--- config.mk ---
export PLATFORM = sky130hd
export DESIGN_NAME = cbo_cell
export DESIGN_NICKNAME = d
export VERILOG_FILES = /design/src/hw/rtl/cbo_pkg.sv /design/src/hw/rtl/cbo_cell.sv
export SDC_FILE = /design/constraint.sdc
export NUM_CORES = 1
export LEC_CHECK = 0
export ABC_AREA = 1
export BUFFER_PORTS_ARGS = -buffer_cell sky130_fd_sc_hd__buf_2
export CORE_MARGIN = 3
export CORE_UTILIZATION = 30
export CTS_BUF_LIST = sky130_fd_sc_hd__clkbuf_4 sky130_fd_sc_hd__clkbuf_8 sky130_fd_sc_hd__clkbuf_16
export DETAILED_ROUTE_END_ITERATION = 10
export MAX_ROUTING_LAYER = met4
export PLACE_DENSITY = 0.51
export SETUP_SLACK_MARGIN = 0.2
export SKIP_LAST_GASP = 1
export SYNTH_ARGS = -nofsm -noshare
export SYNTH_HDL_FRONTEND = slang
export SYNTH_SLANG_ARGS = --single-unit
--- constraint.sdc ---
create_clock -name clk -period 2.5 [get_ports clk]
set_clock_uncertainty 0.1 [all_clocks]
set_input_delay 0.625 -clock clk [delete_from_list [all_inputs] [get_ports clk]]
set_output_delay 0.625 -clock clk [all_outputs]
set_load 0.05 [all_outputs]
--- src/hw/rtl/cbo_pkg.sv ---
// Shared constants, the sideband struct and the CORDIC step-angle table for the bearing core.
`default_nettype none
package cbo_pkg;

	localparam int OFFSET_WIDTH_DEF    = 16;
	localparam int ANGLE_FRAC_BITS_DEF = 8;

	localparam int CORDIC_STEPS = 48;
	localparam int TURN_BITS    = 48;
	localparam int XY_W         = 63;	// holds 2^60 grown by the CORDIC gain
	localparam int Z_W          = 50;	// signed angle accumulator, half-turn units
	localparam int T_W          = 50;	// folded angle, 0 .. 2^49
	localparam int A_W          = 47;	// step angle and clamped arctangent, 0 .. 2^46
	localparam int PROD_W       = 58;	// folded angle times 180 plus rounding

	localparam logic [A_W-1:0] EIGHTH_TURN = A_W'(64'd1 << 46);

	// quarter-turn count added in front of the arctangent
	localparam logic [2:0] QUAD_N    = 3'd0;
	localparam logic [2:0] QUAD_E    = 3'd1;
	localparam logic [2:0] QUAD_S    = 3'd2;
	localparam logic [2:0] QUAD_W    = 3'd3;
	localparam logic [2:0] QUAD_FULL = 3'd4;

	localparam logic [63:0] ONE_Q60 = 64'd1 << 60;

	localparam int SERIES_POW2 = 0;
	localparam int SERIES_5    = 1;
	localparam int SERIES_239  = 2;

	typedef struct packed {
		logic [2:0] base;	// quarter turns in front of the arctangent
		logic       neg;	// subtract the arctangent from the base
		logic       zero_z;	// axis or zero offset: no arctangent
		logic       eighth;	// equal magnitudes: arctangent is exactly 45 degrees
	} oct_t;

	// arctangent of 1/n in radians Q60 by its power series, truncating each division
	function automatic logic [63:0] atan_series(input int sel, input int sh);
		logic [63:0] term;
		logic [63:0] sum;
		logic [63:0] q;
		logic [64:0] r;
		logic [64:0] d;
		int k;
		int b;
		begin
			case (sel)
				SERIES_5:   term = ONE_Q60 / 5;
				SERIES_239: term = ONE_Q60 / 239;
				default:    term = ONE_Q60 >> sh;
			endcase
			sum = 64'd0;
			for (k = 0; k < 64; k++) begin
				if (term != 64'd0) begin
					d = 65'(2 * k + 1);
					r = 65'd0;
					q = 64'd0;
					for (b = 63; b >= 0; b--) begin
						r = {r[63:0], term[b]};
						if (r >= d) begin
							r = r - d;
							q[b] = 1'b1;
						end
					end
					if ((k % 2) == 1) sum = sum - q;
					else sum = sum + q;
					case (sel)
						SERIES_5:   term = term / 5 / 5;
						SERIES_239: term = term / 239 / 239;
						default:    term = (2 * sh >= 64) ? 64'd0 : (term >> (2 * sh));
					endcase
				end
			end
			return sum;
		end
	endfunction

	// radians Q60 (a < p) to 2^-48 half-turn units, rounded to nearest
	function automatic logic [63:0] to_half_turns(input logic [63:0] a, input logic [63:0] p);
		logic [63:0] r;
		logic [63:0] q;
		int b;
		begin
			r = a;
			q = 64'd0;
			for (b = 0; b < TURN_BITS; b++) begin
				r = r << 1;
				q = q << 1;
				if (r >= p) begin
					r = r - p;
					q[0] = 1'b1;
				end
			end
			if ((r << 1) >= p) q = q + 64'd1;
			return q;
		end
	endfunction

	function automatic logic [A_W-1:0] step_angle(input int step);
		logic [63:0] pi_q60;
		logic [63:0] ang;
		begin
			pi_q60 = 64'd16 * atan_series(SERIES_5, 0) - 64'd4 * atan_series(SERIES_239, 0);
			if (step == 0) ang = 64'd1 << 46;
			else ang = to_half_turns(atan_series(SERIES_POW2, step), pi_q60);
			return ang[A_W-1:0];
		end
	endfunction

endpackage
`default_nettype wire

--- src/hw/rtl/cbo_cell.sv ---
// One CORDIC vectoring step with its pipeline register.
`default_nettype none
module cbo_cell #(
	parameter int STEP = 0
) (
	input  wire logic                              clk,
	input  wire logic                              arst_n,
	input  wire logic                              en,
	input  wire logic                              in_vld,
	input  wire logic signed [cbo_pkg::XY_W-1:0]   x_in,
	input  wire logic signed [cbo_pkg::XY_W-1:0]   y_in,
	input  wire logic signed [cbo_pkg::Z_W-1:0]    z_in,
	input  wire cbo_pkg::oct_t                     oct_in,
	output logic                                   vld_s1,
	output logic signed [cbo_pkg::XY_W-1:0]        x_s1,
	output logic signed [cbo_pkg::XY_W-1:0]        y_s1,
	output logic signed [cbo_pkg::Z_W-1:0]         z_s1,
	output cbo_pkg::oct_t                          oct_s1
);

	localparam int XY_W = cbo_pkg::XY_W;
	localparam int Z_W  = cbo_pkg::Z_W;
	localparam logic [cbo_pkg::A_W-1:0] ANGLE = cbo_pkg::step_angle(STEP);
	localparam logic signed [Z_W-1:0]   ANGLE_Z = $signed(Z_W'(ANGLE));
	localparam logic [XY_W-1:0]         LOW_MASK = (XY_W'(1) << STEP) - XY_W'(1);

	logic signed [XY_W-1:0] x_sh, y_sh, x_nx, y_nx;
	logic signed [Z_W-1:0]  z_nx;
	logic                   cx, cy;

	// shifts round toward zero: bump a negative value that lost nonzero bits
	always_comb begin
		x_sh = x_in >>> STEP;
		y_sh = y_in >>> STEP;
		cx   = x_in[XY_W-1] & (|(x_in & LOW_MASK));
		cy   = y_in[XY_W-1] & (|(y_in & LOW_MASK));
		if (!y_in[XY_W-1]) begin
			x_nx = x_in + y_sh + $signed(XY_W'(cy));
			y_nx = y_in - x_sh - $signed(XY_W'(cx));
			z_nx = z_in + ANGLE_Z;
		end else begin
			x_nx = x_in - y_sh - $signed(XY_W'(cy));
			y_nx = y_in + x_sh + $signed(XY_W'(cx));
			z_nx = z_in - ANGLE_Z;
		end
	end

	always_ff @(posedge clk or negedge arst_n) begin
		if (!arst_n) begin
			vld_s1 <= 1'b0;
		end else if (en) begin
			vld_s1 <= in_vld;
		end
	end

	always_ff @(posedge clk) begin
		if (en) begin
			x_s1   <= x_nx;
			y_s1   <= y_nx;
			z_s1   <= z_nx;
			oct_s1 <= oct_in;
		end
	end

endmodule
`default_nettype wire

==> metrics.yaml <==
synth.yosys.seq_area_share_pct: 23.7
min_path_type: "input pin to flop"
die_w_um: 283
synthAdderAreaFrac_pct: 10.6
netlist_area_um2: 23100
ys_top_cells_by_area: "nand2_1 (25%), edfxtp_1 (24%), inv_1 (14%), ha_1 (10%), nand3_1 (6.6%)"
p_leak_nw: 19.1
slew-limit-headroom_pct: 63.7
hpwl_mm: 94.9
cp.required_ns: 2.62
tightest_slew_ns: 0.538
synthMostInstantiatedCell: "nand2_1"
firstDrtPassIters: 6
synth_cell_types: 41
muxShareOfSynthArea_pct: 0.0488
min_period_ns: 2.34
rsz0062_at_grt: "yes"
setup_viol: 0
synth_fp_nets: 4318
endpoint_kind: "flop"
vias: 27800
core_area_um2: 76100
sw_frac_of_total_pct: 47.6
place_inst: 5833
worstHoldEndpoint: "z_s1[3]"
portBuffers: 368
reg2reg_from: "vld_s1"
cp_max_fo: 6
clk_latency_ns: 0.50
start_kind: "input pin"
wl_per_cell_um: 18.7
postRouteAntennaNets: 0
grt_max_degree: 54
worst_path_max_delay_cell: "ha_4"
synth.top_cell.area_share_pct: 24.8
remaining_drc_errors: 0
die-area_um2: 80200
first_global_vias: 26400
cts_buffer_depth: 2
slowest_delay_ns: 0.35
cts_buffers: 17
ys.flop_type: "edfxtp_1"
layout.cells.non_filler: 5931
yosysTopAreaCell: "nand2_1"
diodes: 0
wirelength_mm: 111
p_comb_share_pct: 56.6
viasPerCell: 4.69
hold_viol: 0
synth_edf_count: 181
status: "finished, final reports clean"
arrival_ns: 2.47
row_count: 101
drive_gt1_share_pct: 40.4
synth_compound_area_share_pct: 7.38
yosysWarnings: 0
p_per_area_nw_per_um2: 452
power_switching_mw: 7.72
syn_inst: 3940
track_usage_pct: 27.3
intPower_mw: 8.50
routabilityCongestion: 1.02
slew_violations: 0
synth_top_family_by_area: "simple AND/OR/NAND/NOR gates"
syn_to_final_growth_pct: 55.6
ys_ff_latch: 182
p_seq_share_pct: 24.7
syn_avg_cell_area_um2: 5.85
final_nets: 5266
path_class: "input pin to flop"
final.period_utilization_pct: 93.8
max_freq_mhz: 427
ff2ff_path_depth: 1
reg2reg_slack_ns: 1.66
drv_cap: 0
hold_ws_ns: 0.197
initial_utilization_pct: 30.3
io-pin-count: 369
hp-start: "z_in[3]"
critical_path.cell_chain: "buf_6 > ha_4 > buf_12 > clkinvlp_4 > nand2_1 > nand2_1 > nand2_1 > nand2_2 > nand2_2 > nand2_2 > inv_1 > nand3_4 > xor2_2 > nand2_1 > o21ai_0"
peakVddDrop_mv: 0.443
synth_simple_gate_area_share_pct: 39.8
antenna_found_initial: 2
cts_tree: "built"
regToRegEndpoint: "vld_s1"
die_h_um: 283
power.total_mw: 16.2
drt_iter0_markers: 1992
crit_top_cell: "nand2_1"
overflow: 0
startpoint: "y_in[14]"
grt_pass1_wl_mm: 160
cts.htree.levels: 4
clockRootBuffer: "clkbuf_16"
clkPwrFrac_pct: 18.7
synth_xor_area_share_pct: 1.94
whs_path_depth: 1
cts.sinks: 182
synthArstFlopShare_pct: 0.549
clk_pin_slew_ns: 0.09
synth_common_cells: "nand2_1 (1,526), inv_1 (874), nand3_1 (303), nor2_1 (258), ha_1 (188)"
-- repair_timing --
action | in CTS | in global routing
pin swaps | 16 | 225
hold buffers | 1 | 0
buffers inserted | 8 | 57
hold endpoints to repair | 1 | 0
gates resized for setup | 90 | 690
setup endpoints to repair | 91 | 99
-- power groups by stage --
stage / clock, mW / combinational [mW] / sequential, mW
after floorplan: 0 / 3.58 / 5.36
after global placement: 0 / 8.24 / 4.09
after detailed placement: 0 / 8.25 / 4.08
after CTS: 3.15 / 8.40 / 4.02
after global routing: 3.21 / 9.82 / 4.04
final: 3.03 / 9.18 / 4.00
-- registers in the layout, summed over array words and instances (netlist names) --
signal and count:
oct_s1 6, vld_s1 1, x_s1 63, y_s1 62, z_s1 50
-- metal layers --
metal  global-route usage (%)  share of wire (%)  vias to the layer above
li1                         -                  -                    13900
met1                     36.8                 46                    13000
met2                     43.7                 46                      840
met3                     2.98                5.7                      115
met4                     6.95                2.5                        0
met5                        -                  0                        -
-- layout make-up --
cell class | count | area (µm²)
inverters | 885 | 3410
multi-input cells | 2786 | 17800
clock buffers | 17 | 425
repair buffers | 1016 | 7310
fillers | 8083 | 40200
flip-flops and latches | 182 | 5460
well taps | 1030 | 1290
clock inverters | 15 | 159
-- how the worst max path moves through the flow --
stage | end | slack [ns] | cells after the start
after floorplan | y_s1[40] | 0.15 | 14
after global placement | y_s1[55] | -0.67 | 15
after detailed placement | y_s1[55] | -0.62 | 15
after CTS | x_s1[57] | 0.17 | 16
after global routing | y_s1[15] | 0.11 | 15
final | x_s1[21] | 0.16 | 15
-- critical path: cells and delay by family --
kind                       cells  cell delay, ns
AOI/OAI and AO/OA              1            0.15
xor gates and xnor gates       1            0.20
adders and majority gates      1            0.35
and+or+nand+nor                8            0.68
buffers and inverters          4            0.45
-- placed cells by master (no fill, tap or decap), types with 120 or more instances in the layout --
cell type,count
buf_2,344
buf_4,596
edfxtp_1,181
ha_1,126
inv_1,739
inv_2,120
nand2_1,1198
nand2_2,269
nand3_1,234
nor2_4,130
-- through the flow --
| stage | TNS (ns) | setup WS [ns] | instance area [µm²] | utilization, % |
|---|---|---|---|---|
| floorplan | 0 | 0.154 | 25000 | - |
| global placement | -46.30 | -0.668 | 32000 | 42.1 |
| detailed placement | -46.38 | -0.622 | 32000 | 42.1 |
| CTS | 0 | 0.166 | 33000 | 43.4 |
| global route | 0 | 0.114 | 35900 | 47.1 |
| finish | 0 | 0.155 | 35900 | 47.1 |
-- kinds of logic (layout without fill, tap and decap cells) --
kind of cell | count (synthesis) | in the layout
xor gates and xnor gates | 51 | 51
muxes | 1 | 1
AOI/OAI and AO/OA | 323 | 323
buffers and inverters | 972 | 1933
adders and majority gates | 192 | 192
and+or+nand+nor | 2219 | 2219
DFF | 182 | 182
Power figures use the tool's default switching activity.
