==> src/hw/rtl/cbo_pkg.sv <==
// Shared constants, the sideband struct and the CORDIC step-angle table for the bearing core.
`default_nettype none
package cbo_pkg;

	localparam int OFFSET_WIDTH_DEF    = 16;
	localparam int ANGLE_FRAC_BITS_DEF = 8;

	localparam int CORDIC_STEPS = 48;
	localparam int TURN_BITS    = 48;
	localparam int XY_W         = 63;	// holds 2^60 grown by the CORDIC gain
	localparam int Z_W          = 50;	// signed angle accumulator, half-turn units
	localparam int T_W          = 50;	// folded angle, 0 .. 2^49
	localparam int A_W          = 47;	// step angle and clamped arctangent, 0 .. 2^46
	localparam int PROD_W       = 58;	// folded angle times 180 plus rounding

	localparam logic [A_W-1:0] EIGHTH_TURN = A_W'(64'd1 << 46);

	// quarter-turn count added in front of the arctangent
	localparam logic [2:0] QUAD_N    = 3'd0;
	localparam logic [2:0] QUAD_E    = 3'd1;
	localparam logic [2:0] QUAD_S    = 3'd2;
	localparam logic [2:0] QUAD_W    = 3'd3;
	localparam logic [2:0] QUAD_FULL = 3'd4;

	localparam logic [63:0] ONE_Q60 = 64'd1 << 60;

	localparam int SERIES_POW2 = 0;
	localparam int SERIES_5    = 1;
	localparam int SERIES_239  = 2;

	typedef struct packed {
		logic [2:0] base;	// quarter turns in front of the arctangent
		logic       neg;	// subtract the arctangent from the base
		logic       zero_z;	// axis or zero offset: no arctangent
		logic       eighth;	// equal magnitudes: arctangent is exactly 45 degrees
	} oct_t;

	// arctangent of 1/n in radians Q60 by its power series, truncating each division
	function automatic logic [63:0] atan_series(input int sel, input int sh);
		logic [63:0] term;
		logic [63:0] sum;
		logic [63:0] q;
		logic [64:0] r;
		logic [64:0] d;
		int k;
		int b;
		begin
			case (sel)
				SERIES_5:   term = ONE_Q60 / 5;
				SERIES_239: term = ONE_Q60 / 239;
				default:    term = ONE_Q60 >> sh;
			endcase
			sum = 64'd0;
			for (k = 0; k < 64; k++) begin
				if (term != 64'd0) begin
					d = 65'(2 * k + 1);
					r = 65'd0;
					q = 64'd0;
					for (b = 63; b >= 0; b--) begin
						r = {r[63:0], term[b]};
						if (r >= d) begin
							r = r - d;
							q[b] = 1'b1;
						end
					end
					if ((k % 2) == 1) sum = sum - q;
					else sum = sum + q;
					case (sel)
						SERIES_5:   term = term / 5 / 5;
						SERIES_239: term = term / 239 / 239;
						default:    term = (2 * sh >= 64) ? 64'd0 : (term >> (2 * sh));
					endcase
				end
			end
			return sum;
		end
	endfunction

	// radians Q60 (a < p) to 2^-48 half-turn units, rounded to nearest
	function automatic logic [63:0] to_half_turns(input logic [63:0] a, input logic [63:0] p);
		logic [63:0] r;
		logic [63:0] q;
		int b;
		begin
			r = a;
			q = 64'd0;
			for (b = 0; b < TURN_BITS; b++) begin
				r = r << 1;
				q = q << 1;
				if (r >= p) begin
					r = r - p;
					q[0] = 1'b1;
				end
			end
			if ((r << 1) >= p) q = q + 64'd1;
			return q;
		end
	endfunction

	function automatic logic [A_W-1:0] step_angle(input int step);
		logic [63:0] pi_q60;
		logic [63:0] ang;
		begin
			pi_q60 = 64'd16 * atan_series(SERIES_5, 0) - 64'd4 * atan_series(SERIES_239, 0);
			if (step == 0) ang = 64'd1 << 46;
			else ang = to_half_turns(atan_series(SERIES_POW2, step), pi_q60);
			return ang[A_W-1:0];
		end
	endfunction

endpackage
`default_nettype wire

==> src/hw/rtl/cbo_prep.sv <==
// Input stage: magnitudes, octant decode and CORDIC start vector.
`default_nettype none
module cbo_prep #(
	parameter int OFFSET_WIDTH = cbo_pkg::OFFSET_WIDTH_DEF
) (
	input  wire logic                              clk,
	input  wire logic                              arst_n,
	input  wire logic                              en,
	input  wire logic                              in_vld,
	input  wire logic signed [OFFSET_WIDTH-1:0]    offset_east,
	input  wire logic signed [OFFSET_WIDTH-1:0]    offset_north,
	output logic                                   vld_s1,
	output logic signed [cbo_pkg::XY_W-1:0]        x_s1,
	output logic signed [cbo_pkg::XY_W-1:0]        y_s1,
	output cbo_pkg::oct_t                          oct_s1
);

	localparam int SHIFT = 61 - OFFSET_WIDTH;
	localparam int XY_W  = cbo_pkg::XY_W;

	logic [OFFSET_WIDTH-1:0] ax, ay, small_mag, large_mag;
	logic                    ex_neg, ny_neg, ex_zero, ny_zero;
	cbo_pkg::oct_t           oct;

	always_comb begin
		ex_neg  = offset_east[OFFSET_WIDTH-1];
		ny_neg  = offset_north[OFFSET_WIDTH-1];
		ex_zero = (offset_east == '0);
		ny_zero = (offset_north == '0);
		ax = ex_neg ? OFFSET_WIDTH'(-offset_east) : OFFSET_WIDTH'(offset_east);
		ay = ny_neg ? OFFSET_WIDTH'(-offset_north) : OFFSET_WIDTH'(offset_north);

		oct.base   = cbo_pkg::QUAD_N;
		oct.neg    = 1'b0;
		oct.zero_z = 1'b1;
		oct.eighth = 1'b0;
		small_mag  = ax;
		large_mag  = ay;

		if (ex_zero && ny_zero) begin
			oct.base = cbo_pkg::QUAD_N;
		end else if (ex_zero) begin
			oct.base = ny_neg ? cbo_pkg::QUAD_S : cbo_pkg::QUAD_N;
		end else if (ny_zero) begin
			oct.base = ex_neg ? cbo_pkg::QUAD_W : cbo_pkg::QUAD_E;
		end else begin
			oct.zero_z = 1'b0;
			oct.eighth = (ax == ay);
			if (!ex_neg && !ny_neg) begin
				if (ay > ax) begin
					oct.base = cbo_pkg::QUAD_N;
				end else begin
					oct.base = cbo_pkg::QUAD_E;
					oct.neg  = 1'b1;
					small_mag = ay;
					large_mag = ax;
				end
			end else if (!ex_neg) begin
				if (ax > ay) begin
					oct.base = cbo_pkg::QUAD_E;
					small_mag = ay;
					large_mag = ax;
				end else begin
					oct.base = cbo_pkg::QUAD_S;
					oct.neg  = 1'b1;
				end
			end else if (ny_neg) begin
				if (ax < ay) begin
					oct.base = cbo_pkg::QUAD_S;
				end else begin
					oct.base = cbo_pkg::QUAD_W;
					oct.neg  = 1'b1;
					small_mag = ay;
					large_mag = ax;
				end
			end else begin
				if (ax > ay) begin
					oct.base = cbo_pkg::QUAD_W;
					small_mag = ay;
					large_mag = ax;
				end else begin
					oct.base = cbo_pkg::QUAD_FULL;
					oct.neg  = 1'b1;
				end
			end
		end
	end

	always_ff @(posedge clk or negedge arst_n) begin
		if (!arst_n) begin
			vld_s1 <= 1'b0;
		end else if (en) begin
			vld_s1 <= in_vld;
		end
	end

	always_ff @(posedge clk) begin
		if (en) begin
			x_s1   <= $signed(XY_W'(large_mag) << SHIFT);
			y_s1   <= $signed(XY_W'(small_mag) << SHIFT);
			oct_s1 <= oct;
		end
	end

endmodule
`default_nettype wire

==> config.mk <==
export PLATFORM = sky130hd
export DESIGN_NAME = cbo_prep
export DESIGN_NICKNAME = d
export VERILOG_FILES = /design/src/hw/rtl/cbo_pkg.sv /design/src/hw/rtl/cbo_prep.sv
export SDC_FILE = /design/constraint.sdc
export NUM_CORES = 1
export LEC_CHECK = 0
export ABC_AREA = 1
export BUFFER_PORTS_ARGS = -buffer_cell sky130_fd_sc_hd__buf_2
export CAP_MARGIN = 25
export CORE_ASPECT_RATIO = 1.1
export CORE_MARGIN = 3
export CORE_UTILIZATION = 35
export DETAILED_ROUTE_END_ITERATION = 16
export GPL_TIMING_DRIVEN = 0
export PLACE_DENSITY_LB_ADDON = 0.2
export SYNTH_ARGS = -nofsm -noshare
export SYNTH_HDL_FRONTEND = slang
export SYNTH_SLANG_ARGS = --single-unit
==> constraint.sdc <==
create_clock -name clk -period 0.8 [get_ports clk]
set_clock_uncertainty 0.05 [all_clocks]
set_input_delay 0.16 -clock clk [delete_from_list [all_inputs] [get_ports clk]]
set_output_delay 0.16 -clock clk [all_outputs]
set_load 0.005 [all_outputs]
==> impl_results.md <==
* Cell with the largest stage delay on the worst path: ha_4
* Global placement routability congestion at 0.934
* Outcome: finished with violations
* Final Max Tran Viols at 0
* Required arrival time at the worst endpoint at a little under 800 ps
* Clock latency on the worst-skew pair at between 200 and 300 ps
* Number of nets at the end of the flow at 734
* Total number of vias at 3467
* Part of the Yosys area used for sequential elements at between 30% and 40%
* Final-report setup violation count at 77
* Power after layout at between 8 and 9 mW
* Average footprint of a synthesized cell at 7.83 sq um
* Drc violations at 0
* Global-route wire length before repair at roughly 15000 microns
* Most instantiated flip-flop cell in the synthesis netlist: edfxtp_1
* Remaining Overflow, GRT at 0
* Worst-case reg-to-reg path depth at 1
* Most frequent cells after synthesis: nand2_1 (112), buf_4 (95), inv_1 (44)
* CORE AREA at roughly 10000 sq um
* Post-route fraction of the period consumed by the critical path at 329%
* Share of the synthesized area in the top cell type at about a third
* Startpoint kind of the worst setup timing path: input port
* Violated checks: setup timing
* Number of antenna repair diodes at 0
* Worst endpoint data arrival time at about 2600 ps
* Count of flip-flops with a built-in enable after synthesis at 38
* HPWL reported at the end of detailed placement at 7750 microns
* Largest stage delay, worst path at 270 ps
* Number of max-cap violations at 0
* Number of global-route vias before repair at 3256
* Relative slew margins at around two thirds
* Classification of the worst-slack hold path: in -> reg
* Area of the die at around 12000 sq um
* # rows at 38
* Fraction of synthesis flops using an asynchronous set or reset pin at 2.56%
* Pre-CTS worst setup slack at -2420 ps
* WS Path Type: in -> reg
* Worst Path Max Fanout at 5
* Vertical die dimension at around 110 microns
* Reported leakage power at a little under 3 nW
* PortBufs at 73
* Hold path cells at 2
* Total power per unit cell area at approximately 1500 nW/um^2
* Routed length on met3 at ~900 microns
* Count of endpoints failing hold in the final timing report at 0
* Filler Cells Inserted at between 800 and 900
* Yosys warning total at 0
* Post-Synthesis Cell Area at ~3600 sq um
* IO Pins at roughly 170
* Post-route met1 wirelength at ~3700 microns
* Post-detailed-route wirelength per cell at around 13 microns
* Clock tree from TritonCTS: yes
* Worst-Margin Slew at slightly above 500 ps
* Max clock buf depth at 2
* Number of H-tree levels at 2
* Post-Route WL at roughly 10000 microns
* Cell types occupying the most area after synthesis: edfxtp_1 (32%), buf_4 (20%), nand2_1 (12%)
* VDD IR-drop max at just under 0.0007 V
* Detailed Route Iter0 Violations at 149
* Top cell type by total area after synthesis: edfxtp_1
* Total clock sinks at 39
* Vias per cell at between 4 and 5
* Mapped Cells at between 400 and 500
* Count of antenna-violating nets left after detailed routing at 0
* Crit path setup slack, layout at -1830 ps
* Flip-flop and latch count after synthesis at 39
* Clock buffers created by TritonCTS at 5
* Time the final worst path needs with I/O delays and setup at about 2600 ps
* Uppermost layer routed: met4
* Number of antenna violations at the first check in global routing at 0
* Met2 wire len at around 5400 microns
* Fmax at between 300 and 400 MHz
* GRT Overall Usage at approximately 16%
* Initial cell density of the core at 36.2%
* P&R area growth vs syn at 55.7%
* Width of the die at ~100 microns
* Setup repair after global routing missed its margin: yes
* Maximum number of pins on one net before global-route repair at 40
* Capturing element type of the critical path: register
* Clock transition at the register clock pins on the worst setup and hold paths after CTS at approximately 80 ps
* Critical Path, Cell by Cell: buf_8, nor2_4, nand4_1, buf_6, o31ai_4, xor2_2, inv_2, ha_4, nand2_2, inv_2, nand3_4, nor3_4, nand2_1, nand2_4, o211ai_4, buf_6, clkbuf_16, nand2_2, o21ai_1
* Share of post-route cells with drive strength above 1 at 49.3%
* Cell at the root of the clock tree: clkbuf_8
* Number of search-and-repair iterations in the first detailed-routing pass at 5
* Number of library cell types mapped by synthesis at 33
* Most frequent cell after synthesis: nand2_1
logic make-up (layout without fill, tap and decap cells):
group / Yosys count / in the layout / share of synthesized area (%)
simple gates: 191 / 191 / 23.4
buf+inv: 151 / 277 / 26.2
compound gates: 39 / 39 / 6.12
flops: 39 / 39 / 32.2
xor+xnor: 22 / 22 / 5.32
fa+ha+maj: 18 / 18 / 6.22
other cells: 1 / 94 / 0.104
mux: 1 / 1 / 0.311
power breakdown:
group / internal [mW] / switching, mW / total, mW
Sequential: 2.69 / 0.0647 / 2.76
Combinational: 1.82 / 2.01 / 3.83
Clock: 1.25 / 0.692 / 1.94
cell usage in the layout (no fill, tap or decap), types with 4 or more instances in the layout:
| cell type | netlist | final |
|---|---|---|
| a21oi_1 | 10 | 6 |
| a21oi_2 | 0 | 4 |
| buf_2 | 3 | 70 |
| buf_4 | 95 | 130 |
| buf_6 | 3 | 13 |
| buf_8 | 0 | 6 |
| clkbuf_8 | 0 | 5 |
| conb_1 | 1 | 94 |
| edfxtp_1 | 38 | 38 |
| ha_1 | 18 | 9 |
| ha_4 | 0 | 9 |
| inv_1 | 44 | 32 |
| inv_2 | 4 | 11 |
| nand2_1 | 112 | 81 |
| nand2_2 | 2 | 26 |
| nand2_4 | 0 | 7 |
| nand3_1 | 29 | 26 |
| nand3_4 | 0 | 4 |
| nand4_1 | 7 | 7 |
| nor2_1 | 25 | 17 |
| nor2_2 | 2 | 6 |
| nor2_4 | 3 | 7 |
| o21ai_0 | 10 | 5 |
| o21ai_1 | 14 | 11 |
| o21ai_2 | 0 | 8 |
| xor2_1 | 18 | 8 |
| xor2_2 | 0 | 8 |
stage by stage:
step / setup TNS [ps] / hold slack [ps] / cells / instance area (sq um) / utilization, %
2_1_floorplan: -58150 / -186 / 555 / 4110 / -
3_3_place_gp: -99390 / -116 / 748 / 4620 / 46.3
3_5_place_dp: -104130 / -110 / 748 / 4620 / 46.3
4_1_cts: -71600 / 46.6 / 786 / 5160 / 51.7
5_1_grt: -77650 / 50.8 / 801 / 5630 / 56.4
6_report: -72240 / 52.0 / 801 / 5630 / 56.4
repair_timing:
| item | in CTS | in global routing |
|---|---|---|
| setup endpoints to repair | 116 | 78 |
| resized for setup | 37 | 90 |
| endpoints found under the hold margin | 1 | 0 |
| buffers inserted | 29 | 16 |
| pin swaps | 15 | 26 |
| hold buffers | 1 | 0 |
| gates cloned | 1 | 1 |
path summary, 6_finish.rpt:
kind | from | to | slack, ps
min in group asynchronous | arst_n | vld_s1 | 120
setup reg to reg | vld_s1 | vld_s1 | 10
max in group asynchronous | arst_n | vld_s1 | 500
setup / recovery | offset_north[2] | y_s1[51] | -1830
hold reg to reg | vld_s1 | vld_s1 | 460
hold / removal | in_vld | vld_s1 | 50
flip-flops by register name, summed over array words and instances (netlist names):
| signal | cells |
|---|---|
| vld_s1 | 1 |
| x_s1 | 16 |
| y_s1 | 16 |
| oct_s1 | 6 |
metal layers:
metal  track usage, %  vias to the layer above
met2             29.4                      173
met4             5.61                        0
li1                 -                     1735
met1             18.3                     1536
met5                0                        -
met3             4.04                       23
layout make-up:
| cell class | instances | area (sq um) | share of cell area [%] |
|---|---|---|---|
| sequential | 39 | 1170 | 20.7 |
| timing repair buffer | 119 | 816 | 14.5 |
| multi-input combinational | 365 | 2370 | 42.0 |
| inverter | 48 | 219 | 3.89 |
| clock buffer | 6 | 72.6 | 1.29 |
| clock inverter | 2 | 60.1 | 1.07 |
| buffer | 102 | 782 | 13.9 |
| tap | 120 | 150 | 2.67 |
worst max-delay path: cells and delay by family:
family	cells	cell delay (ps)
buffers and inverters	6	740
xor gates and xnor gates	1	240
and+or+nand+nor	8	760
adders and majority gates	1	270
AOI/OAI and AO/OA	3	440
Power figures use the tool's default switching activity.
