==> src/hw/rtl/cbo_pkg.sv <==
// Shared constants, the sideband struct and the CORDIC step-angle table for the bearing core.
`default_nettype none
package cbo_pkg;

	localparam int OFFSET_WIDTH_DEF    = 16;
	localparam int ANGLE_FRAC_BITS_DEF = 8;

	localparam int CORDIC_STEPS = 48;
	localparam int TURN_BITS    = 48;
	localparam int XY_W         = 63;	// holds 2^60 grown by the CORDIC gain
	localparam int Z_W          = 50;	// signed angle accumulator, half-turn units
	localparam int T_W          = 50;	// folded angle, 0 .. 2^49
	localparam int A_W          = 47;	// step angle and clamped arctangent, 0 .. 2^46
	localparam int PROD_W       = 58;	// folded angle times 180 plus rounding

	localparam logic [A_W-1:0] EIGHTH_TURN = A_W'(64'd1 << 46);

	// quarter-turn count added in front of the arctangent
	localparam logic [2:0] QUAD_N    = 3'd0;
	localparam logic [2:0] QUAD_E    = 3'd1;
	localparam logic [2:0] QUAD_S    = 3'd2;
	localparam logic [2:0] QUAD_W    = 3'd3;
	localparam logic [2:0] QUAD_FULL = 3'd4;

	localparam logic [63:0] ONE_Q60 = 64'd1 << 60;

	localparam int SERIES_POW2 = 0;
	localparam int SERIES_5    = 1;
	localparam int SERIES_239  = 2;

	typedef struct packed {
		logic [2:0] base;	// quarter turns in front of the arctangent
		logic       neg;	// subtract the arctangent from the base
		logic       zero_z;	// axis or zero offset: no arctangent
		logic       eighth;	// equal magnitudes: arctangent is exactly 45 degrees
	} oct_t;

	// arctangent of 1/n in radians Q60 by its power series, truncating each division
	function automatic logic [63:0] atan_series(input int sel, input int sh);
		logic [63:0] term;
		logic [63:0] sum;
		logic [63:0] q;
		logic [64:0] r;
		logic [64:0] d;
		int k;
		int b;
		begin
			case (sel)
				SERIES_5:   term = ONE_Q60 / 5;
				SERIES_239: term = ONE_Q60 / 239;
				default:    term = ONE_Q60 >> sh;
			endcase
			sum = 64'd0;
			for (k = 0; k < 64; k++) begin
				if (term != 64'd0) begin
					d = 65'(2 * k + 1);
					r = 65'd0;
					q = 64'd0;
					for (b = 63; b >= 0; b--) begin
						r = {r[63:0], term[b]};
						if (r >= d) begin
							r = r - d;
							q[b] = 1'b1;
						end
					end
					if ((k % 2) == 1) sum = sum - q;
					else sum = sum + q;
					case (sel)
						SERIES_5:   term = term / 5 / 5;
						SERIES_239: term = term / 239 / 239;
						default:    term = (2 * sh >= 64) ? 64'd0 : (term >> (2 * sh));
					endcase
				end
			end
			return sum;
		end
	endfunction

	// radians Q60 (a < p) to 2^-48 half-turn units, rounded to nearest
	function automatic logic [63:0] to_half_turns(input logic [63:0] a, input logic [63:0] p);
		logic [63:0] r;
		logic [63:0] q;
		int b;
		begin
			r = a;
			q = 64'd0;
			for (b = 0; b < TURN_BITS; b++) begin
				r = r << 1;
				q = q << 1;
				if (r >= p) begin
					r = r - p;
					q[0] = 1'b1;
				end
			end
			if ((r << 1) >= p) q = q + 64'd1;
			return q;
		end
	endfunction

	function automatic logic [A_W-1:0] step_angle(input int step);
		logic [63:0] pi_q60;
		logic [63:0] ang;
		begin
			pi_q60 = 64'd16 * atan_series(SERIES_5, 0) - 64'd4 * atan_series(SERIES_239, 0);
			if (step == 0) ang = 64'd1 << 46;
			else ang = to_half_turns(atan_series(SERIES_POW2, step), pi_q60);
			return ang[A_W-1:0];
		end
	endfunction

endpackage
`default_nettype wire

==> src/hw/rtl/cbo_post.sv <==
// Clamp and fold the arctangent into its octant, then scale to rounded degrees.
`default_nettype none
module cbo_post #(
	parameter int ANGLE_FRAC_BITS = cbo_pkg::ANGLE_FRAC_BITS_DEF
) (
	input  wire logic                              clk,
	input  wire logic                              arst_n,
	input  wire logic                              en,
	input  wire logic                              in_vld,
	input  wire logic signed [cbo_pkg::Z_W-1:0]    z_in,
	input  wire cbo_pkg::oct_t                     oct_in,
	output logic                                   vld_s2,
	output logic [9+ANGLE_FRAC_BITS-1:0]           bearing
);

	localparam int Z_W    = cbo_pkg::Z_W;
	localparam int T_W    = cbo_pkg::T_W;
	localparam int A_W    = cbo_pkg::A_W;
	localparam int PROD_W = cbo_pkg::PROD_W;
	localparam int BEAR_W = 9 + ANGLE_FRAC_BITS;
	localparam int SHIFT_OUT = 48 - ANGLE_FRAC_BITS;
	localparam logic [PROD_W-1:0] ROUND = PROD_W'(64'd1 << (47 - ANGLE_FRAC_BITS));
	localparam logic [BEAR_W-1:0] FULL  = BEAR_W'(360 << ANGLE_FRAC_BITS);
	localparam logic signed [Z_W-1:0] EIGHTH_Z = $signed(Z_W'(cbo_pkg::EIGHTH_TURN));

	logic [A_W-1:0]    z_clamp, z_fold;
	logic [T_W-1:0]    base_t, t_nx;
	logic [PROD_W-1:0] prod;
	logic              vld_s1;
	logic [T_W-1:0]    t_s1;
	logic [BEAR_W-1:0] res_s2;

	always_comb begin
		if (z_in[Z_W-1]) z_clamp = '0;
		else if (z_in > EIGHTH_Z) z_clamp = cbo_pkg::EIGHTH_TURN;
		else z_clamp = z_in[A_W-1:0];

		if (oct_in.zero_z) z_fold = '0;
		else if (oct_in.eighth) z_fold = cbo_pkg::EIGHTH_TURN;
		else z_fold = z_clamp;

		base_t = {oct_in.base, {(T_W-3){1'b0}}};
		t_nx   = oct_in.neg ? base_t - T_W'(z_fold) : base_t + T_W'(z_fold);
	end

	// degrees = half-turns * 180, round half up into the output LSB
	assign prod = PROD_W'(t_s1) * PROD_W'(180) + ROUND;

	always_ff @(posedge clk or negedge arst_n) begin
		if (!arst_n) begin
			vld_s1 <= 1'b0;
			vld_s2 <= 1'b0;
		end else if (en) begin
			vld_s1 <= in_vld;
			vld_s2 <= vld_s1;
		end
	end

	always_ff @(posedge clk) begin
		if (en) begin
			t_s1   <= t_nx;
			res_s2 <= prod[SHIFT_OUT +: BEAR_W];
		end
	end

	// a value that rounded up to a full turn wraps to north
	assign bearing = (res_s2 >= FULL) ? res_s2 - FULL : res_s2;

endmodule
`default_nettype wire

==> config.mk <==
export PLATFORM = sky130hd
export DESIGN_NAME = cbo_post
export DESIGN_NICKNAME = d
export VERILOG_FILES = /design/src/hw/rtl/cbo_pkg.sv /design/src/hw/rtl/cbo_post.sv
export SDC_FILE = /design/constraint.sdc
export NUM_CORES = 1
export LEC_CHECK = 0
export BUFFER_PORTS_ARGS = -buffer_cell sky130_fd_sc_hd__buf_2
export CAP_MARGIN = 20
export CELL_PAD_IN_SITES_DETAIL_PLACEMENT = 0
export CELL_PAD_IN_SITES_GLOBAL_PLACEMENT = 1
export CORE_ASPECT_RATIO = 1.25
export CORE_MARGIN = 1.5
export CORE_UTILIZATION = 45
export DETAILED_ROUTE_END_ITERATION = 6
export GPL_TIMING_DRIVEN = 0
export PLACE_DENSITY = 0.75
export SLEW_MARGIN = 20
export SYNTH_ARGS = -nofsm -noshare
export SYNTH_HDL_FRONTEND = slang
export SYNTH_SLANG_ARGS = --single-unit
==> constraint.sdc <==
create_clock -name clk -period 8.27 [get_ports clk]
set_input_delay 1.654 -clock clk [delete_from_list [all_inputs] [get_ports clk]]
set_output_delay 1.654 -clock clk [all_outputs]
set_load 0.01 [all_outputs]
==> results of run 1 <==
[layout by cell type, fill, tap and decap left out, drive strengths merged, types with 9 or more instances in the layout]
master / count
xnor2: 36
o31ai: 17
or4: 13
nand2b: 9
xor2: 62
nand2: 102
nand4: 19
ha: 129
a21o: 31
edfxtp: 67
nor2: 82
o21ai: 56
nor4: 10
nor3: 27
fa: 71
nand3: 15
buf: 97
or3: 19
inv: 178
clkbuf: 25
a21oi: 58
[synthesized netlist by cell type, drive strengths merged (4+ instances only)]
cell type and n:
o21a 6, or3 19, fa 71, a31oi 8, o41a 5, nand2 102, and2 6, xnor2 36
o211ai 5, o31ai 17, inv 176, a311oi 8, o21bai 5, buf 20, o22ai 4, nand2b 9
nor3 27, a211oi 4, or4 13, edfxtp 67, nand3 15, a21oi 58, clkbuf 15, o21ai 56
nor4 10, nor2 82, and4 6, a21o 31, and3 7, nand4 19, ha 129, xor2 62
or2 8
[kinds of logic (layout without fill, tap and decap cells)]
group / count (synthesis) / in the layout / synth area share
buf+inv: 211 / 304 / 0.08272
simple gates: 335 / 335 / 0.1648
mux: 6 / 6 / 0.006637
flops: 69 / 69 / 0.2026
compound gates: 240 / 240 / 0.1600
fa+ha+maj: 200 / 200 / 0.2982
xor+xnor: 98 / 98 / 0.08505
[per-stage QoR]
stage,hold slack (ps),instances
global route,525.8,1535
CTS,505.5,1535
floorplan,474.9,1159
global placement,484.8,1518
finish,503.9,1535
detailed placement,491.5,1519
[report_power, final]
group,leakage (nW),switching [mW],internal (mW),total [mW]
Sequential,0.668,0.0444,0.509,0.553
Combinational,4.34,1.59,1.06,2.65
Clock,0.140,0.164,0.236,0.401
[layer usage]
layer  part of all wire  vias to the layer above  global-route usage
met5                  0                        -                   0
met4              0.028                        0             0.07597
met3              0.034                       40             0.03022
met2               0.48                      195              0.3943
met1               0.45                     3831              0.2875
li1                   -                     4200                   -
[how the worst min path moves through the flow]
stage / start / endpoint / slack (ps) / cells past startpoint
4_1_cts: vld_s1 / vld_s2 / 510 / 1
5_1_grt: vld_s1 / vld_s2 / 530 / 1
2_1_floorplan: vld_s1 / vld_s1 / 470 / 1
6_report: vld_s1 / vld_s2 / 500 / 1
3_5_place_dp: vld_s1 / vld_s2 / 490 / 1
3_3_place_gp: vld_s2 / vld_s2 / 480 / 1
[cell type report]
type	count	area (um2)	share of cell area
multi-input cells	879	7276	0.6475
flip-flops and latches	69	2062	0.1835
well taps	283	354.1	0.03151
clock inverters	6	71.32	0.006347
clock buffers	10	229.0	0.02038
plain buffers	35	181.4	0.01615
inverters	176	660.6	0.05879
repair buffers	77	402.9	0.03585
[state kept, by name, summed over array words and instances, names as in the netlist]
| register | count |
|---|---|
| vld_s1 | 1 |
| vld_s2 | 1 |
| res_s2 | 17 |
| t_s1 | 50 |
==> flow_metrics.env, run 1 <==
export IMPL_status="finished, final reports clean"
export IMPL_rrSetupSlack_ps=2440
export IMPL_boundaryPins=78
export IMPL_fin_util=0.5059
export IMPL_cp_slowest_stage_delay_ps=580
export IMPL_rsz0062_at_grt="false"
export IMPL_num_vias=8266
export IMPL_clk_pin_slew_ps=60
export IMPL_die_x_um=137.5
export IMPL_cts_made_buffers=9
export IMPL_p_leak_nw=5.152
export IMPL_critical_path_slowest_cell="or4_4"
export IMPL_worstPathArrival_ps=6220
export IMPL_worstReg2RegEnd="res_s2[16]"
export IMPL_nFillCells=2126
export IMPL_hold_viol=0
export IMPL_fp_coreArea_um2=22210
export IMPL_place_ws_ps=1864
export IMPL_drc=0
export IMPL_drt_pass1_iter_count=5
export IMPL_cp_start_kind="input port"
export IMPL_drv_slew=0
export IMPL_cts_root_buf="clkbuf_16"
export IMPL_clock_latency_ps=340
export IMPL_synthFlopType="edfxtp_1"
export IMPL_n_antenna_cell=0
export IMPL_synth_largest_area_cell="edfxtp_1"
export IMPL_syn_inst=1159
export IMPL_grt_pass1_vias=8399
export IMPL_synth_edf_count=67
export IMPL_finalSetupViolations=0
export IMPL_critical_path_class="input port to flip-flop"
export IMPL_relSlewSlack=0.4082
export IMPL_rows=61
export IMPL_postPlaceCellArea_um2=10940
export IMPL_ys_seq_elements=69
export IMPL_startpoint="z_in[32]"
export IMPL_fin_ws_ps=2161
export IMPL_drt_initial_drc_count=344
export IMPL_fmax_mhz=163.7
export IMPL_htreeDepth=3
export IMPL_grt_overflow=0
export IMPL_path_depth=15
export IMPL_grt_max_degree=47
export IMPL_nets=1507
export IMPL_grt_pass1_wl_um=41390
export IMPL_cts_resized=0
export IMPL_layout_min_cycle_time_ps=6109
export IMPL_drive_gt1_frac=0.1110
export IMPL_r2r_start="t_s1[8]"
export IMPL_initial_utilization=0.4583
export IMPL_power_density_nw_per_um2=321.0
export IMPL_grt_usage=0.2268
export IMPL_drv_cap=0
export IMPL_final_antenna_net_count=0
export IMPL_synth_top_area_frac=0.1976
export IMPL_cp_end_kind="flip-flop"
export IMPL_ys_types=82
export IMPL_fin_skew_ps=13.04
export IMPL_antenna_found_initial=0
export IMPL_syn_to_final_growth_pct=10.39
export IMPL_finalWirelength_um=25660
export IMPL_tns_ps=0
export IMPL_synth_area_leaders="edfxtp_1, ha_1, fa_1, inv_1, xor2_1"
export IMPL_place_congestion=0.8951
export IMPL_die_y_um=171.2
export IMPL_crit_top_cell="buf_2"
export IMPL_worst_path_buf_inv=4
export IMPL_critPathTopFamily="simple AND/OR/NAND/NOR gates"
export IMPL_port_buffers=76
export IMPL_power_mw=3.607
export IMPL_ys_seq_area_frac=0.2026
export IMPL_period_share=0.7387
export IMPL_crit_chain="buf_2 > or4_4 > or4_4 > nor4_1 > nand4_1 > a21oi_1 > and2_1 > buf_2 > buf_2 > buf_2 > nand2_1 > ha_1 > nor2b_1 > nor2_1 > a311oi_1"
export IMPL_cts_setup_buffers=0
export IMPL_crit_end="t_s1[42]"
export IMPL_reg2regPathDepth=18
export IMPL_syn_avg_cell_area_um2=8.783
export IMPL_syn_num_nets=1419
export IMPL_cts_hold_buffers=0
export IMPL_die_area_um2=23540
export IMPL_clockBufferDepth=2
export IMPL_yosys_warnings=0
export IMPL_hold_path_class="flip-flop to flip-flop"
export IMPL_hpwlAfterDp_um=22090
export IMPL_irDropWorstVdd_mv=0.1846
export IMPL_worst_pin_slew_ps=884.5
export IMPL_path_max_fanout=10
export IMPL_required_ps=8380
export IMPL_cts_tree="built"
export IMPL_synth_area_um2=10180
export IMPL_async_reset_ff_frac=0.02899
export IMPL_post_drt_wl_per_cell_um=16.72
export IMPL_design_area_um2=11240
export IMPL_cts_sinks=69
export IMPL_viasPerCell=5.385
Power figures use the tool's default switching activity.
==> run 2: changes to the inputs <==
Settings changed: ABC_AREA set to 1, CORE_UTILIZATION 45 to 41, PLACE_DENSITY 0.75 to 0.76.
Clock period 8.27 ns to 4.9 ns, I/O delays scaled along.
==> flow_metrics.env, run 2 <==
export IMPL_status="finished, final reports clean"
export IMPL_die_x_um=160.6
export IMPL_synth_largest_area_cell="nand2_1"
export IMPL_antenna_found_initial=0
export IMPL_critical_path_class="flip-flop to flip-flop"
export IMPL_nets=2335
export IMPL_fin_skew_ps=5.521
export IMPL_path_max_fanout=5
export IMPL_initial_utilization=0.4203
export IMPL_grt_overflow=0
export IMPL_crit_top_cell="nand2_1"
export IMPL_htreeDepth=3
export IMPL_syn_avg_cell_area_um2=6.414
export IMPL_grt_pass1_wl_um=58210
export IMPL_startpoint="t_s1[45]"
export IMPL_n_antenna_cell=0
export IMPL_final_common_cell="nand2_1"
export IMPL_cts_root_buf="clkbuf_16"
export IMPL_synth_area_leaders="nand2_1, edfxtp_1, inv_1, ha_1, fa_1"
export IMPL_final_antenna_net_count=0
export IMPL_finalSetupViolations=0
export IMPL_synth_edf_count=67
export IMPL_cp_slowest_stage_delay_ps=540
export IMPL_clock_latency_ps=360
export IMPL_drt_pass1_iter_count=4
export IMPL_hpwlAfterDp_um=31910
export IMPL_clk_pin_slew_ps=60
export IMPL_cts_tree="built"
export IMPL_synth_area_um2=12730
export IMPL_ys_seq_area_frac=0.1619
export IMPL_syn_inst=1985
export IMPL_relSlewSlack=0.5109
export IMPL_crit_chain="ha_1 > fa_1 > inv_1 > fa_1 > inv_1 > ha_1 > nand2_1 > nor2_1 > nand2_1 > nor4_1 > nand2_1 > nand2_1 > nand2_1 > nand2_1 > nand2_1 > nor2_1 > nand3_1 > nand2_1 > nand2_1"
export IMPL_port_buffers=77
export IMPL_period_share=0.9241
export IMPL_ys_seq_elements=69
export IMPL_worst_path_buf_inv=2
export IMPL_critical_path_slowest_cell="fa_1"
export IMPL_drc=0
export IMPL_viasPerCell=4.629
export IMPL_grt_pass1_vias=11900
export IMPL_place_congestion=0.9210
export IMPL_drive_gt1_frac=0.09087
export IMPL_r2r_start="t_s1[45]"
export IMPL_postPlaceCellArea_um2=13650
export IMPL_drv_cap=0
export IMPL_clockBufferDepth=2
export IMPL_cts_sinks=69
export IMPL_design_area_um2=14000
export IMPL_synthFlopType="edfxtp_1"
export IMPL_yosys_warnings=0
export IMPL_fp_coreArea_um2=30290
export IMPL_drt_initial_drc_count=321
export IMPL_synth_top_area_frac=0.1822
export IMPL_fin_util=0.4621
export IMPL_cp_end_kind="flip-flop"
export IMPL_cp_start_kind="flip-flop"
export IMPL_netlist_top_cells_count="nand2_1, inv_1, nor2_1"
export IMPL_worst_pin_slew_ps=733.7
export IMPL_num_vias=11480
export IMPL_required_ps=5010
export IMPL_syn_num_nets=2245
export IMPL_synth_most_common_cell="nand2_1"
export IMPL_hold_path_class="input port to async pin"
export IMPL_largest_register_ffs=50
export IMPL_ys_types=45
export IMPL_final_cell_mix="nand2_1, inv_1, nor2_1, ha_1, buf_2"
export IMPL_worstPathArrival_ps=4640
export IMPL_die_y_um=200.0
export IMPL_boundaryPins=78
export IMPL_grt_usage=0.2327
export IMPL_tns_ps=0
export IMPL_die_area_um2=32130
export IMPL_rsz0062_at_grt="false"
export IMPL_syn_to_final_growth_pct=9.955
export IMPL_grt_max_degree=58
export IMPL_fmax_mhz=220.9
export IMPL_post_drt_wl_per_cell_um=14.14
export IMPL_critPathTopFamily="simple AND/OR/NAND/NOR gates"
export IMPL_finalWirelength_um=35090
export IMPL_cts_made_buffers=9
export IMPL_reg_largest_list="t_s1 (50), res_s2 (17)"
export IMPL_drv_slew=0
export IMPL_async_reset_ff_frac=0.02899
export IMPL_hold_viol=0
export IMPL_rows=71
export IMPL_layout_min_cycle_time_ps=4528
export IMPL_largest_register="t_s1"
==> run 2: through the flow <==
stage	instances	worst slack, ps	hold slack [ps]
after floorplan	1985	1011	477.7
after global placement	2463	375.5	493.6
after detailed placement	2464	268.9	515.6
after CTS	2480	257.0	383.5
after global routing	2481	5.520	392.3
final	2481	372.1	395.5
==> run 2: worst paths after layout <==
check | endpoint | cells after the start | slack [ps]
worst max-delay path | res_s2[15] | 19 | 370
worst max register to register | res_s2[15] | 19 | 370
worst min register to register | vld_s1 | 2 | 520
worst min-delay path | vld_s1 | 1 | 400
max in group asynchronous | vld_s2 | 1 | 4410
min in group clk | vld_s1 | 2 | 520
==> run 2: cells by family after synthesis <==
group,after synthesis,share of synthesized area
adder cells (fa/ha/maj),200,0.2384
XOR/XNOR,76,0.05228
AND/OR/NAND/NOR,1013,0.3391
flip-flops,69,0.1619
AO/OA/AOI/OAI,135,0.05778
buffers and inverters,492,0.1505
==> run 2: final cells by class <==
type | instances | area [um2]
Tap cell | 401 | 501.7
Multi-Input combinational cell | 1424 | 8757
Sequential cell | 69 | 2062
Clock inverter | 6 | 111.4
Inverter | 463 | 1738
Timing Repair Buffer | 79 | 422.9
Clock buffer | 10 | 229.0
Fill cell | 3305 | 16290
Buffer | 29 | 177.7
==> run 2: worst register-to-register path: stages (launching register included) <==
cell	delay (ps)
edfxtp_1	420
ha_1	370
fa_1	540
inv_1	50
fa_1	490
inv_1	50
ha_1	370
nand2_1	150
nor2_1	380
nand2_1	240
nor4_1	320
nand2_1	220
nand2_1	120
nand2_1	50
nand2_1	100
nand2_1	60
nor2_1	130
nand3_1	90
nand2_1	70
nand2_1	50
==> run 2: timing repair <==
item                                    CTS  global route
buffers inserted                          0             1
gates resized for setup                   0             1
hold buffers                              0             0
endpoints found under the setup margin    0             4
==> run 2: per-layer routing <==
| metal | share of wire | track usage |
|---|---|---|
| met5 | 0 | 0 |
| met4 | 0.037 | 0.09692 |
| met3 | 0.016 | 0.01839 |
| met2 | 0.53 | 0.4616 |
| met1 | 0.42 | 0.2529 |
Power of run 2 is not shown: default switching activity piles up to over one toggle a cycle in this logic, so the estimate is an artifact.
==> run 3: changes to the inputs <==
Settings changed: GPL_TIMING_DRIVEN 0 to not set.
==> flow_metrics.env, run 3 (same netlist as run 2, synthesis figures left out) <==
export IMPL_status="finished, final reports clean"
export IMPL_drt_initial_drc_count=457
export IMPL_antenna_found_initial=0
export IMPL_largest_register_ffs=50
export IMPL_finalWirelength_um=34230
export IMPL_layout_min_cycle_time_ps=4512
export IMPL_worstPathArrival_ps=4640
export IMPL_clk_pin_slew_ps=60
export IMPL_critical_path_slowest_cell="fa_1"
export IMPL_die_x_um=160.6
export IMPL_clockBufferDepth=2
export IMPL_port_buffers=77
export IMPL_required_ps=5020
export IMPL_tns_ps=0
export IMPL_nets=2311
export IMPL_boundaryPins=78
export IMPL_final_common_cell="nand2_1"
export IMPL_crit_top_cell="nand2_1"
export IMPL_ff_latch_area_um2=2062
export IMPL_multi_input_area_um2=8755
export IMPL_path_max_fanout=4
export IMPL_fin_cells=2457
export IMPL_crit_chain="ha_1 > inv_1 > fa_1 > inv_1 > ha_1 > a21o_1 > ha_1 > nand2_1 > nor2_1 > nand3_1 > nand3b_1 > nand2_1 > nand3_1 > nand2_1 > nand2_1 > ha_1 > nand2_1 > nor2_4 > nand2_4 > nor2_4 > nand3_1 > nand2_1 > nand2_1"
export IMPL_initial_utilization=0.4203
export IMPL_grt_pass1_vias=11940
export IMPL_num_vias=11450
export IMPL_final_cell_mix="nand2_1, inv_1, nor2_1, ha_1, nand3_1"
export IMPL_die_area_um2=32130
export IMPL_grt_pass1_wl_um=57310
export IMPL_drc=0
export IMPL_htreeDepth=3
export IMPL_cts_resized=0
export IMPL_post_drt_wl_per_cell_um=13.93
export IMPL_reg_largest_list="t_s1 (50), res_s2 (17)"
export IMPL_n_antenna_cell=0
export IMPL_drive_gt1_frac=0.08220
export IMPL_hpwlAfterDp_um=30860
export IMPL_grt_overflow=0
export IMPL_drt_pass1_iter_count=5
export IMPL_fmax_mhz=221.6
export IMPL_cts_setup_buffers=0
export IMPL_postPlaceCellArea_um2=13490
export IMPL_cp_slowest_stage_delay_ps=530
export IMPL_die_y_um=200.0
export IMPL_cts_sinks=69
export IMPL_worst_pin_slew_ps=679.6
export IMPL_clock_latency_ps=360
export IMPL_cp_start_kind="flip-flop"
export IMPL_rsz0062_at_grt="false"
export IMPL_cts_made_buffers=9
export IMPL_hold_viol=0
export IMPL_cts_root_buf="clkbuf_16"
export IMPL_cts_tree="built"
export IMPL_hold_path_class="input port to async pin"
export IMPL_fin_skew_ps=6.043
export IMPL_viasPerCell=4.661
export IMPL_largest_register="t_s1"
export IMPL_drv_slew=0
export IMPL_fp_coreArea_um2=30290
export IMPL_rows=71
export IMPL_placed_cells=2441
export IMPL_design_area_um2=13830
export IMPL_grt_max_degree=56
export IMPL_place_congestion=0.9395
export IMPL_final_antenna_net_count=0
export IMPL_drv_cap=0
export IMPL_cts_hold_buffers=0
export IMPL_relSlewSlack=0.5470
export IMPL_finalSetupViolations=0
export IMPL_grt_usage=0.2264
export IMPL_cp_end_kind="flip-flop"
export IMPL_reg2regPathDepth=23
export IMPL_critical_path_class="flip-flop to flip-flop"
export IMPL_nFillCells=3317
export IMPL_fin_util=0.4567
export IMPL_period_share=0.9209
export IMPL_syn_to_final_growth_pct=8.657
-- run 3: changes by cell type in the layout (fill, tap and decap cells not counted) --
cell      previous run  this run
o21ai_1              3         2
nor2_1             204       205
buf_2               85        77
clkbuf_2             1         0
buf_16               1         0
clkbuf_1             6         1
o21ai_0             64        65
buf_6                1         0
nor2_2              16        15
buf_4               15         7
-- run 3: path summary, 6_finish.rpt --
check	startpoint	end	slack (ps)
setup / recovery	t_s1[6]	res_s2[15]	390
hold / removal	arst_n	vld_s1	390
setup reg to reg	t_s1[6]	res_s2[15]	390
hold reg to reg	vld_s2	vld_s2	520
max in group asynchronous	arst_n	vld_s2	4410
min in group clk	vld_s2	vld_s2	520
-- run 3: per-stage QoR --
stage	worst slack, ps	hold slack, ps
floorplan	1011	477.7
global placement	360.4	490.1
detailed placement	350.3	517.2
CTS	338.7	382.9
global route	51.49	388.7
finish	387.6	393.4
-- run 3: worst max-delay path: cells and delay by family (launching register included) --
family / cells / cell delay [ps]
compound gates: 1 / 170
flops: 1 / 510
simple gates: 15 / 1710
buf+inv: 2 / 110
fa+ha+maj: 5 / 1760
-- run 3: final cells by class --
class,instances,area share
Multi-Input combinational cell,1424,0.6328
Sequential cell,69,0.1490
Inverter,463,0.1256
Tap cell,401,0.03627
Timing Repair Buffer,84,0.03165
Clock buffer,10,0.01655
Clock inverter,6,0.008049
-- run 3: routing by layer --
metal	share of wire	global-route usage	vias up	routed length [um]
met5	0	0	-	0
met4	0.046	0.1076	0	1570
met3	0.017	0.02252	67	593
met2	0.50	0.4278	170	17190
met1	0.43	0.2552	5091	14880
li1	-	-	6123	-
Power of run 3 is left out for the same reason.
